### src/design/sifb_pkg.sv
// Shared types and constants for the servo instruction frame builder
`timescale 1ns / 1ps
`default_nettype none
package sifb_pkg;

  localparam logic [7:0] SYNC_BYTE         = 8'hFF;
  localparam logic [7:0] LEN_EXTRA         = 8'd2;
  localparam logic [7:0] PROT_LIMIT_RESET  = 8'd5;
  localparam logic [7:0] WRITE_CODE_RESET  = 8'd3;

  localparam int unsigned JQ_DEPTH = 4;
  localparam int unsigned JQ_PTR_W = $clog2(JQ_DEPTH);
  localparam int unsigned JQ_CNT_W = $clog2(JQ_DEPTH + 1);

  typedef enum logic {
    CFG_PROT_LIMIT = 1'b0,
    CFG_WRITE_CODE = 1'b1
  } cfg_idx_e;

  typedef enum logic [1:0] {
    JOB_HDR,
    JOB_PARAM,
    JOB_REJECT
  } job_kind_e;

  typedef enum logic [2:0] {
    STEP_SYNC0,
    STEP_SYNC1,
    STEP_ID,
    STEP_LEN,
    STEP_INSTR,
    STEP_PARAM,
    STEP_CSUM
  } step_e;

  typedef struct packed {
    job_kind_e  kind;
    logic [7:0] servo_id;
    logic [7:0] len;
    logic [7:0] instr;
    logic [7:0] pb;
    logic       has_pb;
    logic       has_csum;
    logic [7:0] csum;
  } job_t;

endpackage
`default_nettype wire

### src/design/sifb_front.sv
// Front end: item classification, frame tracking and checksum accumulation
`timescale 1ns / 1ps
`default_nettype none
module sifb_front
  import sifb_pkg::*;
(
  input  wire logic       clk_i,
  input  wire logic       rst_ni,
  input  wire logic       cfg_we_i,
  input  wire cfg_idx_e   cfg_idx_i,
  input  wire logic [7:0] cfg_data_i,
  input  wire logic       accept_i,
  input  wire logic [7:0] servo_id_i,
  input  wire logic [7:0] instruction_i,
  input  wire logic [7:0] param_count_i,
  input  wire logic [7:0] param_byte_i,
  output logic            job_push_o,
  output job_t            job_o
);

  logic [7:0] prot_limit_q, prot_limit_d;
  logic [7:0] write_code_q, write_code_d;
  logic [7:0] params_left_q, params_left_d;
  logic [7:0] sum_q, sum_d;
  logic       dropping_q, dropping_d;

  logic       idle;
  logic       has_pb;
  logic       reject_hit;
  logic [7:0] len;
  logic [7:0] cnt_m1;
  logic [7:0] left_m1;
  logic [7:0] hdr_sum;
  logic [7:0] prm_sum;

  always_comb begin
    prot_limit_d = prot_limit_q;
    write_code_d = write_code_q;
    if (cfg_we_i) begin
      unique case (cfg_idx_i)
        CFG_PROT_LIMIT: prot_limit_d = cfg_data_i;
        CFG_WRITE_CODE: write_code_d = cfg_data_i;
        default: ;
      endcase
    end
  end

  assign idle       = (params_left_q == 8'd0);
  assign has_pb     = (param_count_i != 8'd0);
  assign len        = 8'(param_count_i + LEN_EXTRA);
  assign cnt_m1     = 8'(param_count_i - 8'd1);
  assign left_m1    = 8'(params_left_q - 8'd1);
  assign reject_hit = has_pb && (instruction_i == write_code_q) &&
                      (param_byte_i < prot_limit_q);
  assign hdr_sum    = 8'(servo_id_i + len + instruction_i + (has_pb ? param_byte_i : 8'd0));
  assign prm_sum    = 8'(sum_q + param_byte_i);

  always_comb begin
    params_left_d   = params_left_q;
    sum_d           = sum_q;
    dropping_d      = dropping_q;
    job_push_o      = 1'b0;
    job_o.kind      = JOB_PARAM;
    job_o.servo_id  = servo_id_i;
    job_o.len       = len;
    job_o.instr     = instruction_i;
    job_o.pb        = param_byte_i;
    job_o.has_pb    = 1'b1;
    job_o.has_csum  = 1'b0;
    job_o.csum      = ~prm_sum;
    if (accept_i) begin
      if (idle && reject_hit) begin
        job_push_o    = 1'b1;
        job_o.kind    = JOB_REJECT;
        params_left_d = cnt_m1;
        dropping_d    = (cnt_m1 != 8'd0);
        sum_d         = 8'd0;
      end else if (idle) begin
        job_push_o     = 1'b1;
        job_o.kind     = JOB_HDR;
        job_o.has_pb   = has_pb;
        params_left_d  = has_pb ? cnt_m1 : 8'd0;
        job_o.has_csum = !has_pb || (cnt_m1 == 8'd0);
        job_o.csum     = ~hdr_sum;
        sum_d          = job_o.has_csum ? 8'd0 : hdr_sum;
        dropping_d     = 1'b0;
      end else if (dropping_q) begin
        params_left_d = left_m1;
        dropping_d    = (left_m1 != 8'd0);
      end else begin
        job_push_o     = 1'b1;
        params_left_d  = left_m1;
        job_o.has_csum = (left_m1 == 8'd0);
        sum_d          = job_o.has_csum ? 8'd0 : prm_sum;
      end
    end
  end

  always_ff @(posedge clk_i or negedge rst_ni) begin
    if (!rst_ni) begin
      prot_limit_q  <= PROT_LIMIT_RESET;
      write_code_q  <= WRITE_CODE_RESET;
      params_left_q <= 8'd0;
      sum_q         <= 8'd0;
      dropping_q    <= 1'b0;
    end else begin
      prot_limit_q  <= prot_limit_d;
      write_code_q  <= write_code_d;
      params_left_q <= params_left_d;
      sum_q         <= sum_d;
      dropping_q    <= dropping_d;
    end
  end

  a_drop_needs_left: assert property (@(posedge clk_i) disable iff (!rst_ni)
    dropping_q |-> params_left_q != 8'd0)
    else $error("dropping with no parameters left");

  a_idle_sum_clear: assert property (@(posedge clk_i) disable iff (!rst_ni)
    idle |-> sum_q == 8'd0)
    else $error("checksum accumulator not cleared between frames");

  a_drop_no_job: assert property (@(posedge clk_i) disable iff (!rst_ni)
    (accept_i && dropping_q) |-> !job_push_o)
    else $error("job issued for a dropped item");

endmodule
`default_nettype wire

### src/design/sifb_jobq.sv
// Job queue between the front end and the byte sequencer
`timescale 1ns / 1ps
`default_nettype none
module sifb_jobq
  import sifb_pkg::*;
(
  input  wire logic clk_i,
  input  wire logic rst_ni,
  input  wire logic push_i,
  input  wire job_t job_i,
  output logic      full_o,
  input  wire logic pop_i,
  output logic      valid_o,
  output job_t      job_o
);

  job_t                entries_q [JQ_DEPTH];
  logic [JQ_PTR_W-1:0] wr_ptr_q, wr_ptr_d;
  logic [JQ_PTR_W-1:0] rd_ptr_q, rd_ptr_d;
  logic [JQ_CNT_W-1:0] count_q, count_d;
  logic                do_push;
  logic                do_pop;

  assign full_o  = (count_q == JQ_CNT_W'(JQ_DEPTH));
  assign valid_o = (count_q != '0);
  assign job_o   = entries_q[rd_ptr_q];
  assign do_push = push_i && !full_o;
  assign do_pop  = pop_i && valid_o;

  always_comb begin
    wr_ptr_d = do_push ? JQ_PTR_W'(wr_ptr_q + 1'b1) : wr_ptr_q;
    rd_ptr_d = do_pop ? JQ_PTR_W'(rd_ptr_q + 1'b1) : rd_ptr_q;
    count_d  = count_q;
    if (do_push && !do_pop) begin
      count_d = JQ_CNT_W'(count_q + 1'b1);
    end else if (do_pop && !do_push) begin
      count_d = JQ_CNT_W'(count_q - 1'b1);
    end
  end

  always_ff @(posedge clk_i) begin
    if (do_push) begin
      entries_q[wr_ptr_q] <= job_i;
    end
  end

  always_ff @(posedge clk_i or negedge rst_ni) begin
    if (!rst_ni) begin
      wr_ptr_q <= '0;
      rd_ptr_q <= '0;
      count_q  <= '0;
    end else begin
      wr_ptr_q <= wr_ptr_d;
      rd_ptr_q <= rd_ptr_d;
      count_q  <= count_d;
    end
  end

  a_no_overflow: assert property (@(posedge clk_i) disable iff (!rst_ni)
    count_q <= JQ_CNT_W'(JQ_DEPTH))
    else $error("job queue count out of range");

  a_push_has_room: assert property (@(posedge clk_i) disable iff (!rst_ni)
    push_i |-> !full_o)
    else $error("job pushed into a full queue");

  a_ptr_gap: assert property (@(posedge clk_i) disable iff (!rst_ni)
    JQ_PTR_W'(wr_ptr_q - rd_ptr_q) == JQ_PTR_W'(count_q))
    else $error("job queue pointers disagree with count");

endmodule
`default_nettype wire

### src/design/sifb_back.sv
// Back end: expands jobs into frame bytes and holds the output register
`timescale 1ns / 1ps
`default_nettype none
module sifb_back
  import sifb_pkg::*;
(
  input  wire logic       clk_i,
  input  wire logic       rst_ni,
  input  wire logic       job_valid_i,
  input  wire job_t       job_i,
  output logic            job_pop_o,
  input  wire logic       pop_i,
  output logic            empty_o,
  output logic [7:0]      tx_byte_o,
  output logic            frame_end_o,
  output logic            last_o,
  output logic            rejected_o
);

  step_e      step_q, step_d;
  logic       first_q, first_d;
  step_e      eff;
  step_e      nxt;
  logic       is_rej;
  logic       is_last;
  logic [7:0] byte_sel;
  logic       fire;

  logic       out_valid_q, out_valid_d;
  logic [7:0] byte_q;
  logic       fe_q;
  logic       last_q;
  logic       rej_q;

  assign is_rej = (job_i.kind == JOB_REJECT);
  assign eff    = first_q ? ((job_i.kind == JOB_HDR) ? STEP_SYNC0 : STEP_PARAM) : step_q;
  assign fire   = job_valid_i && (!out_valid_q || pop_i);

  always_comb begin
    byte_sel = 8'd0;
    is_last  = 1'b0;
    nxt      = STEP_CSUM;
    unique case (eff)
      STEP_SYNC0: begin
        byte_sel = SYNC_BYTE;
        nxt      = STEP_SYNC1;
      end
      STEP_SYNC1: begin
        byte_sel = SYNC_BYTE;
        nxt      = STEP_ID;
      end
      STEP_ID: begin
        byte_sel = job_i.servo_id;
        nxt      = STEP_LEN;
      end
      STEP_LEN: begin
        byte_sel = job_i.len;
        nxt      = STEP_INSTR;
      end
      STEP_INSTR: begin
        byte_sel = job_i.instr;
        is_last  = !job_i.has_pb && !job_i.has_csum;
        nxt      = job_i.has_pb ? STEP_PARAM : STEP_CSUM;
      end
      STEP_PARAM: begin
        byte_sel = job_i.pb;
        is_last  = !job_i.has_csum;
      end
      STEP_CSUM: begin
        byte_sel = job_i.csum;
        is_last  = 1'b1;
      end
      default: begin
        is_last = 1'b1;
      end
    endcase
    if (is_rej) begin
      byte_sel = 8'd0;
      is_last  = 1'b1;
    end
  end

  assign job_pop_o = fire && is_last;

  always_comb begin
    step_d      = step_q;
    first_d     = first_q;
    out_valid_d = out_valid_q;
    if (pop_i && out_valid_q) begin
      out_valid_d = 1'b0;
    end
    if (fire) begin
      out_valid_d = 1'b1;
      first_d     = is_last;
      step_d      = nxt;
    end
  end

  always_ff @(posedge clk_i or negedge rst_ni) begin
    if (!rst_ni) begin
      step_q      <= STEP_SYNC0;
      first_q     <= 1'b1;
      out_valid_q <= 1'b0;
    end else begin
      step_q      <= step_d;
      first_q     <= first_d;
      out_valid_q <= out_valid_d;
    end
  end

  always_ff @(posedge clk_i) begin
    if (fire) begin
      byte_q <= byte_sel;
      fe_q   <= is_rej || (eff == STEP_CSUM);
      last_q <= is_last;
      rej_q  <= is_rej;
    end
  end

  assign empty_o     = !out_valid_q;
  assign tx_byte_o   = byte_q;
  assign frame_end_o = fe_q;
  assign last_o      = last_q;
  assign rejected_o  = rej_q;

  a_rej_shape: assert property (@(posedge clk_i) disable iff (!rst_ni)
    (out_valid_q && rej_q) |-> (byte_q == 8'd0 && fe_q && last_q))
    else $error("malformed rejection result");

  a_end_is_last: assert property (@(posedge clk_i) disable iff (!rst_ni)
    (out_valid_q && fe_q) |-> last_q)
    else $error("frame end not marked last");

  a_mid_job_valid: assert property (@(posedge clk_i) disable iff (!rst_ni)
    !first_q |-> job_valid_i)
    else $error("job left the queue before its last byte");

endmodule
`default_nettype wire

### src/design/servo_instruction_frame_builder.sv
// Top level of the servo instruction frame builder
//
//   channel   direction  transfer when          payload
//   input     in         push && !full         servo_id_i, instruction_i,
//                                              param_count_i, param_byte_i
//   result    out        pop && !empty         tx_byte_o, frame_end_o, last_o, rejected_o
//   config    in         cfg_we_i              cfg_idx_i, cfg_data_i
//
// One input item is taken per cycle while the four-entry job queue has room.
// The byte sequencer emits one result byte per cycle unless the result side stalls:
// a frame's first item yields six or seven bytes, a parameter item one or two,
// a rejection one. The first result of an item is registered in the job queue
// and then in the output register before it reaches the result ports.
// Reset clears control state only; there is no clearing pass.
// A stalled result side fills the job queue, which then raises full.
`timescale 1ns / 1ps
`default_nettype none
module servo_instruction_frame_builder
  import sifb_pkg::*;
(
  input  wire logic       clk_i,
  input  wire logic       rst_ni,
  input  wire logic       cfg_we_i,
  input  wire cfg_idx_e   cfg_idx_i,
  input  wire logic [7:0] cfg_data_i,
  input  wire logic       push,
  output logic            full,
  input  wire logic [7:0] servo_id_i,
  input  wire logic [7:0] instruction_i,
  input  wire logic [7:0] param_count_i,
  input  wire logic [7:0] param_byte_i,
  output logic            empty,
  input  wire logic       pop,
  output logic [7:0]      tx_byte_o,
  output logic            frame_end_o,
  output logic            last_o,
  output logic            rejected_o
);

  logic accept;
  logic job_push;
  job_t job_in;
  logic job_pop;
  logic job_valid;
  job_t job_head;

  assign accept = push && !full;

  sifb_front u_front (
    .clk_i         (clk_i),
    .rst_ni        (rst_ni),
    .cfg_we_i      (cfg_we_i),
    .cfg_idx_i     (cfg_idx_i),
    .cfg_data_i    (cfg_data_i),
    .accept_i      (accept),
    .servo_id_i    (servo_id_i),
    .instruction_i (instruction_i),
    .param_count_i (param_count_i),
    .param_byte_i  (param_byte_i),
    .job_push_o    (job_push),
    .job_o         (job_in)
  );

  sifb_jobq u_jobq (
    .clk_i   (clk_i),
    .rst_ni  (rst_ni),
    .push_i  (job_push),
    .job_i   (job_in),
    .full_o  (full),
    .pop_i   (job_pop),
    .valid_o (job_valid),
    .job_o   (job_head)
  );

  sifb_back u_back (
    .clk_i       (clk_i),
    .rst_ni      (rst_ni),
    .job_valid_i (job_valid),
    .job_i       (job_head),
    .job_pop_o   (job_pop),
    .pop_i       (pop),
    .empty_o     (empty),
    .tx_byte_o   (tx_byte_o),
    .frame_end_o (frame_end_o),
    .last_o      (last_o),
    .rejected_o  (rejected_o)
  );

endmodule
`default_nettype wire
### config.mk
export PLATFORM = sky130hd
export DESIGN_NAME = servo_instruction_frame_builder
export DESIGN_NICKNAME = d
export VERILOG_FILES = /design/src/design/sifb_pkg.sv /design/src/design/sifb_front.sv /design/src/design/sifb_jobq.sv /design/src/design/sifb_back.sv /design/src/design/servo_instruction_frame_builder.sv
export SDC_FILE = /design/constraint.sdc
export NUM_CORES = 1
export LEC_CHECK = 0
export BUFFER_PORTS_ARGS = -buffer_cell sky130_fd_sc_hd__buf_2
export CAP_MARGIN = 20
export CORE_MARGIN = 2
export CORE_UTILIZATION = 60
export CTS_BUF_LIST = sky130_fd_sc_hd__clkbuf_4
export CTS_CLUSTER_DIAMETER = 150
export DETAILED_ROUTE_END_ITERATION = 16
export PLACE_DENSITY = 0.78
export SLEW_MARGIN = 20
export SYNTH_ARGS = -nofsm -noshare
export SYNTH_HDL_FRONTEND = slang
export SYNTH_SLANG_ARGS = --single-unit
### constraint.sdc
create_clock -name clk_i -period 4.6 [get_ports clk_i]
set_clock_uncertainty 0.2 [all_clocks]
set_input_delay 0.46 -clock clk_i [delete_from_list [all_inputs] [get_ports clk_i]]
set_output_delay 0.46 -clock clk_i [all_outputs]
set_load 0.02 [all_outputs]
==> results of run 1 <==
worst reg2reg max path, stage by stage, from the launching register on:
cell and delay, ps:
dfrtp_1 430, inv_1 110, ha_1 260, or3b_2 510, or2_2 370, nand2_1 100
nand2_2 140, clkinv_1 250, ha_1 220, inv_1 80, fa_1 450, xor2_1 180
nor2_1 110, xor2_1 150
power by group through the flow:
stage               registers, W  logic (W)  clock network, W
detailed placement       0.00325    0.00268                 0
floorplan                0.00321    0.00188                 0
global route             0.00326    0.00297           0.00184
finish                   0.00321    0.00271           0.00169
global placement         0.00321    0.00258                 0
CTS                      0.00321    0.00271           0.00173
metal layers:
layer  share of wire, %  GRT usage, %
met1                 40          35.7
met2                 50          45.0
met3                7.3          5.40
met4                3.1          10.0
met5                  0             0
per-stage QoR:
step	utilization, %	cells
floorplan	-	761
global placement	65.0	1050
detailed placement	65.0	1050
CTS	71.1	1192
global route	71.1	1193
finish	71.1	1193
path summary, 6_finish.rpt:
check / start / end / slack (ps)
worst max register to register: u_front.params_left_q[0] / u_jobq.count_q[2] / 980
worst max-delay path: param_count_i[0] / u_jobq.entries_q[1][7] / 440
worst min-delay path: param_count_i[1] / u_jobq.entries_q[0][27] / 80
worst min register to register: u_front.sum_q[0] / u_front.sum_q[0] / 290
max in group asynchronous: rst_ni / u_jobq.rd_ptr_q[0] / 3570
min in group asynchronous: rst_ni / u_jobq.wr_ptr_q[1] / 150
layout make-up:
cell class	count	area [sq um]	share of cell area (%)
antenna	1	2.50	0.0196
clock buffer	82	616	4.82
clock inverter	24	126	0.989
inverter	59	225	1.76
multi-input combinational	444	3910	30.6
sequential	232	6750	52.8
tap	229	287	2.24
timing repair buffer	122	863	6.76
cells in the final DEF (no fill, tap or decap), types with 4 or more instances in the layout:
cell | synthesis | final
a21oi_1 | 23 | 22
a41oi_1 | 5 | 5
o21ai_0 | 35 | 35
mux2_2 | 14 | 14
edfxtp_1 | 187 | 187
buf_2 | 5 | 57
a22oi_1 | 10 | 10
or3_1 | 5 | 5
nor2b_1 | 4 | 4
a211oi_1 | 6 | 6
dfstp_2 | 5 | 5
ha_1 | 32 | 31
a31oi_1 | 8 | 8
and2_2 | 0 | 4
nor3_1 | 12 | 12
dfrtp_1 | 40 | 39
clkinv_1 | 2 | 19
nand3_1 | 11 | 11
buf_4 | 3 | 29
o221ai_1 | 9 | 9
clkbuf_4 | 0 | 82
inv_1 | 57 | 56
dlygate4sd3_1 | 0 | 36
nand2b_1 | 5 | 5
mux2i_1 | 39 | 39
xor2_1 | 17 | 17
mux4_2 | 27 | 27
a21o_1 | 9 | 9
nand2_2 | 3 | 4
xnor2_1 | 18 | 18
clkinv_2 | 0 | 5
or2_2 | 5 | 5
o22ai_1 | 11 | 11
nand2_1 | 45 | 44
fa_1 | 16 | 15
nor2_1 | 24 | 24
cell usage after synthesis, types with 10 or more instances:
| cell | n |
|---|---|
| mux4_2 | 27 |
| mux2i_1 | 39 |
| xnor2_1 | 18 |
| o22ai_1 | 11 |
| nor3_1 | 12 |
| dfrtp_1 | 40 |
| nor2_1 | 24 |
| mux2_2 | 14 |
| edfxtp_1 | 187 |
| xor2_1 | 17 |
| clkbuf_1 | 15 |
| o21ai_0 | 35 |
| fa_1 | 16 |
| ha_1 | 32 |
| nand2_1 | 45 |
| a22oi_1 | 10 |
| a21oi_1 | 23 |
| inv_1 | 57 |
| nand3_1 | 11 |
cells by family (layout without fill, tap and decap cells):
group | after synthesis | count (layout) | synth area share (%)
and+or+nand+nor | 142 | 142 | 6.74
other | 0 | 1 | 0
DFF | 232 | 232 | 61.5
buffers and inverters | 85 | 287 | 3.20
AOI/OAI and AO/OA | 137 | 137 | 8.31
xor gates and xnor gates | 36 | 36 | 3.00
muxes | 81 | 81 | 10.7
adders and majority gates | 48 | 48 | 6.57
timing repair:
action,CTS,global route
hold buffers,36,0
setup endpoints to repair,0,0
buffers inserted,0,0
endpoints found under the hold margin,158,0
state kept, by name, summed over array words and instances (netlist names):
name                   count
u_back.first_q             1
u_back.last_o              1
u_back.step_q              3
u_jobq.rd_ptr_q            2
u_jobq.wr_ptr_q            2
u_back.tx_byte_o           8
u_jobq.count_q             3
u_front.dropping_q         1
u_back.out_valid_q         1
u_front.prot_limit_q       8
u_front.sum_q              8
u_jobq.entries_q         176
u_front.params_left_q      8
u_back.rejected_o          1
u_front.write_code_q       8
u_back.frame_end_o         1
==> out/summary.txt, run 1 <==
run status -> complete, no violations
design area -> 0.0128 sq mm
Die Area -> 0.0194 sq mm
initial antenna violation count -> 1
Placed Area -> 0.0117 sq mm
Avg Cell Area, Syn -> 14.4 sq um
Root Driver -> clkbuf_4
flip-flop and latch count after synthesis -> 232
Max Slew Vio Count -> 0
leading area contributor after synthesis -> edfxtp_1
Layout Nets -> 1010
Yosys cell types -> 69
H-tree levels -> 2
starting DRC count in detailed routing -> 692
Post-synth EDFFs -> 187
Pre-Repair DR Iteration Count -> 5
Sw Share -> 34.5%
Setup CP Type -> primary input to register
placer congestion estimate -> 0.973
Chip Height -> 139 microns
synthesized area -> 0.0110 sq mm
RSZ-0062 raised after global routing -> no
Filler cells -> 1164
worst relative slew slack -> 38.7%
Cells after Synth -> 761
worst path required time -> 4850 ps
worst skew pair latency -> 670 ps
Worst-Margin Slew -> 919 ps
ys async rst share -> 19.4%
ANT nets after route -> 0
Comb pwr share -> 35.6%
Tcrit/Tclk final -> 90.5%
Clock transition at path regs -> 70 ps
DRC -> 0
row count -> 49
Final Hold Viols -> 0
Clock Sinks -> 232
Post-Route Setup TNS -> 0 ps
sequential fraction of design power -> 42.2%
Clock Path Buffers -> 3
peak supply drop -> 0.408 mV
Int Pwr -> 0.00499 W
CTS tree -> done
GRT overflow -> 0
total CTS buffers -> 57
Switch Pwr -> 0.00263 W
minimum clock period -> 4160 ps
Hold Path Class -> primary input to register
most used cell, CP -> inv_1
total power draw -> 0.00762 W
Seq/Total Area, Yosys -> 61.5%
CP Depth -> 17
port bufs -> 58
share of layout cells above drive strength 1 -> 26.2%
Slowest-stage cell, CP -> fa_1
Most used DFF post-synth -> edfxtp_1
Clock power frac -> 22.2%
Layout area overhead -> 16.5%
CP cell instances -> buf_2 -> inv_1 -> ha_4 -> or4b_4 -> or4_4 -> nand2_1 -> fa_1 -> fa_1 -> inv_1 -> ha_1 -> inv_1 -> fa_2 -> nor2b_1 -> o31a_1 -> o22ai_1 -> xnor3_1 -> mux2i_1
Yosys top cell area share -> 51.2%
Worst Hold Path Cells -> 3
detailed-placement wirelength estimate -> 17.4 mm
width of the die -> 139 microns
Leak Pwr -> 4.94 nW
Yosys warning count -> 0
Crit. End Element -> register
ranking of synthesized cells by area -> edfxtp_1, dfrtp_1, mux4_2
slowest stage delay, CP -> 520 ps
final worst slack -> 436 ps
Avg WL per Cell -> 21.3 microns
GRT Util Overall -> 27.0%
Max FO, Critical Path -> 7
startpoint types -> primary input
Max Freq -> 240 MHz
Pwr Density -> 596 mW/mm^2
I/O pin total -> 59
PostCTS Resize Cnt -> 0
vias -> 7167
vias per cell -> 6.01
Crit path arrival time -> 4410 ps
worst path bufs/invs -> 4
pin count of the biggest net entering global routing -> 53
pre-CTS WS -> -210 ps
Total Wirelength -> 25.4 mm
vias in the first global route -> 7382
# setup viols final -> 0
r2r worst-path depth -> 13
hold slack -> 83.0 ps
syn nets -> 855
initial core utilization -> 61.1%
first-pass GRT wire length -> 40.1 mm
MaxCap Viol Count -> 0
CP delay by family, top -> adder cells
core area -> 0.0180 sq mm
(Power assumes the default switching activity.)
==> inputs of run 2 (changes only) <==
--- a/config.mk
+++ b/config.mk
@@ -8,11 +8,11 @@
 export BUFFER_PORTS_ARGS = -buffer_cell sky130_fd_sc_hd__buf_2
 export CAP_MARGIN = 20
 export CORE_MARGIN = 2
-export CORE_UTILIZATION = 60
+export CORE_UTILIZATION = 45
 export CTS_BUF_LIST = sky130_fd_sc_hd__clkbuf_4
 export CTS_CLUSTER_DIAMETER = 150
 export DETAILED_ROUTE_END_ITERATION = 16
-export PLACE_DENSITY = 0.78
+export PLACE_DENSITY = 0.62
 export SLEW_MARGIN = 20
 export SYNTH_ARGS = -nofsm -noshare
 export SYNTH_HDL_FRONTEND = slang
==> run 2 against run 1 <==
  * Combinational power barely moved
  * Final cell count rose by 7.9%
  * Worst setup slack got worse by 8.0 ps
  * Largest cell class unchanged
==> out/summary.txt, run 2 (same netlist as run 1, synthesis figures left out) <==
Layout area overhead -> 18.0%
pin count of the biggest net entering global routing -> 54 (+1.9%)
MaxCap Viol Count -> 0 (unchanged)
max reg flops -> 176 (unchanged)
Pre-Repair DR Iteration Count -> 5 (unchanged)
Post-CTS Setup Repair Bufs -> 0 (unchanged)
Tcrit/Tclk final -> 90.7% (+0.17 points)
worst skew pair latency -> 690 ps (+20 ps)
commonest cells after routing, fill and taps aside -> edfxtp_1, clkbuf_4, buf_2, inv_1, nand2_1
Post-Route Setup TNS -> 0 ps (unchanged)
starting DRC count in detailed routing -> 445 (-36%)
initial core utilization -> 45.5% (-16 points)
RSZ-0062 raised after global routing -> no
startpoint types -> primary input
width of the die -> 160 microns (+15%)
Avg WL per Cell -> 20.8 microns (-2.6%)
CP cell instances -> buf_2 -> inv_1 -> ha_4 -> or4b_4 -> or4_4 -> nand2_1 -> fa_1 -> fa_1 -> inv_1 -> ha_1 -> inv_1 -> fa_2 -> nor2b_1 -> o31a_1 -> o22ai_1 -> xnor3_1 -> mux2i_1
total CTS buffers -> 61 (+7.0%)
total power draw -> 0.00773 W (+1.5%)
final worst slack -> 428 ps (-7.99 ps)
I/O pin total -> 59 (unchanged)
Max FO, Critical Path -> 5 (-2)
H-tree levels -> 2 (unchanged)
Die Area -> 0.0256 sq mm (+32%)
Crit path arrival time -> 4440 ps (+30 ps)
CTS tree -> done
Max Slew Vio Count -> 0 (unchanged)
ANT nets after route -> 0 (unchanged)
worst relative slew slack -> 35.9% (-2.8 points)
first-pass GRT wire length -> 42.0 mm (+4.6%)
FF-to-FF setup slack -> 870 ps (-110 ps)
placer congestion estimate -> 0.905 (-7.1%)
GRT overflow -> 0 (unchanged)
Chip Height -> 160 microns (+15%)
Root Driver -> clkbuf_4
minimum clock period -> 4170 ps (+7.99 ps)
Max Freq -> 240 MHz (-0.19%)
most used cell, CP -> inv_1
# setup viols final -> 0 (unchanged)
GRT Util Overall -> 21.6% (-5.4 points)
worst path required time -> 4860 ps (about the same)
Crit. End Element -> register
worst path bufs/invs -> 4 (unchanged)
pre-CTS WS -> -216 ps (-5.98 ps)
DRC -> 0 (unchanged)
Filler cells -> 2042 (+75%)
Pwr Density -> 597 mW/mm^2 (+0.22%)
Hold Path Class -> primary input to register
run status -> complete, no violations
vias -> 7057 (-1.5%)
vias per cell -> 5.48 (-8.7%)
core area -> 0.0241 sq mm (+34%)
Layout Nets -> 1010 (unchanged)
design area -> 0.0129 sq mm (+1.3%)
Clock transition at path regs -> 60 ps (about the same)
vias in the first global route -> 7424 (+0.57%)
Slowest-stage cell, CP -> fa_1
Total Wirelength -> 26.7 mm (+5.1%)
peak supply drop -> 0.262 mV (-36%)
Leak Pwr -> 4.96 nW (+0.37%)
Clock Path Buffers -> 3 (unchanged)
Placed Area -> 0.0118 sq mm (+0.98%)
Final Hold Viols -> 0 (unchanged)
initial antenna violation count -> 1 (unchanged)
Most flops, register -> u_jobq.entries_q
Worst-Margin Slew -> 962 ps (+42.3 ps)
port bufs -> 58 (unchanged)
hold slack -> 77.2 ps (-5.72 ps)
Setup CP Type -> primary input to register
Clock Sinks -> 232 (unchanged)
slowest stage delay, CP -> 510 ps (about the same)
row count -> 57 (+16%)
detailed-placement wirelength estimate -> 18.0 mm (+3.6%)
share of layout cells above drive strength 1 -> 26.8% (+0.65 points)
CP delay by family, top -> adder cells
leading cell type in the layout, fill and taps excluded -> edfxtp_1
run 2: cell types whose count changed in the layout (fill, tap and decap cells not counted):
cell      previous run  this run
buf_4               29        22
clkinv_1            19        12
clkbuf_4            82        95
buf_2               57        58
clkinv_2             5         2
buf_12               0         2
run 2: layer usage:
metal  GRT usage, %  part of all wire (%)
met1           29.3                    43
met2           35.5                    49
met3           4.00                   6.2
met4           6.92                   2.0
met5              0                     0
run 2: final timing paths:
path | cells past startpoint | endpoint | start
setup / recovery | 17 | u_jobq.entries_q[3][7] | param_count_i[0]
hold reg to reg | 1 | u_jobq.count_q[2] | u_jobq.count_q[2]
setup reg to reg | 13 | u_jobq.count_q[2] | u_front.params_left_q[0]
max in group asynchronous | 3 | u_jobq.rd_ptr_q[0] | rst_ni
min in group asynchronous | 3 | u_back.out_valid_q | rst_ni
hold / removal | 4 | u_front.prot_limit_q[4] | cfg_idx_i
run 2: tightest hold or removal path, delay by kind of cell:
| family | cells | cell delay, ps |
|---|---|---|
| and+or+nand+nor | 2 | 290 |
| AOI/OAI and AO/OA | 1 | 70 |
| buffers and inverters | 1 | 90 |
run 2: through the flow:
stage / utilization (%) / instances
final: 53.7 / 1287
after global routing: 53.7 / 1287
after CTS: 53.7 / 1286
after detailed placement: 48.9 / 1141
after global placement: 48.9 / 1141
after floorplan: - / 761
run 2: repair_timing:
item / in CTS / in global routing
hold buffers: 36 / 0
resized for setup: 0 / 0
hold endpoints to repair: 153 / 0
run 2: cell type report:
| class | instances | area, sq um | area share, % |
|---|---|---|---|
| Antenna cell | 1 | 2.50 | 0.0193 |
| Clock buffer | 95 | 713 | 5.51 |
| Clock inverter | 14 | 85.1 | 0.657 |
| Inverter | 59 | 225 | 1.74 |
| Multi-Input combinational cell | 444 | 3910 | 30.2 |
| Sequential cell | 232 | 6750 | 52.1 |
| Tap cell | 324 | 405 | 3.13 |
| Timing Repair Buffer | 118 | 856 | 6.61 |
run 2: power by group:
| group | switching (W) | leakage (nW) | internal, W |
|---|---|---|---|
| clock network | 0.000827 | 0.475 | 0.000987 |
| logic | 0.00157 | 2.26 | 0.00113 |
| registers | 0.000253 | 2.22 | 0.00296 |
| total | 0.00265 | 4.96 | 0.00508 |
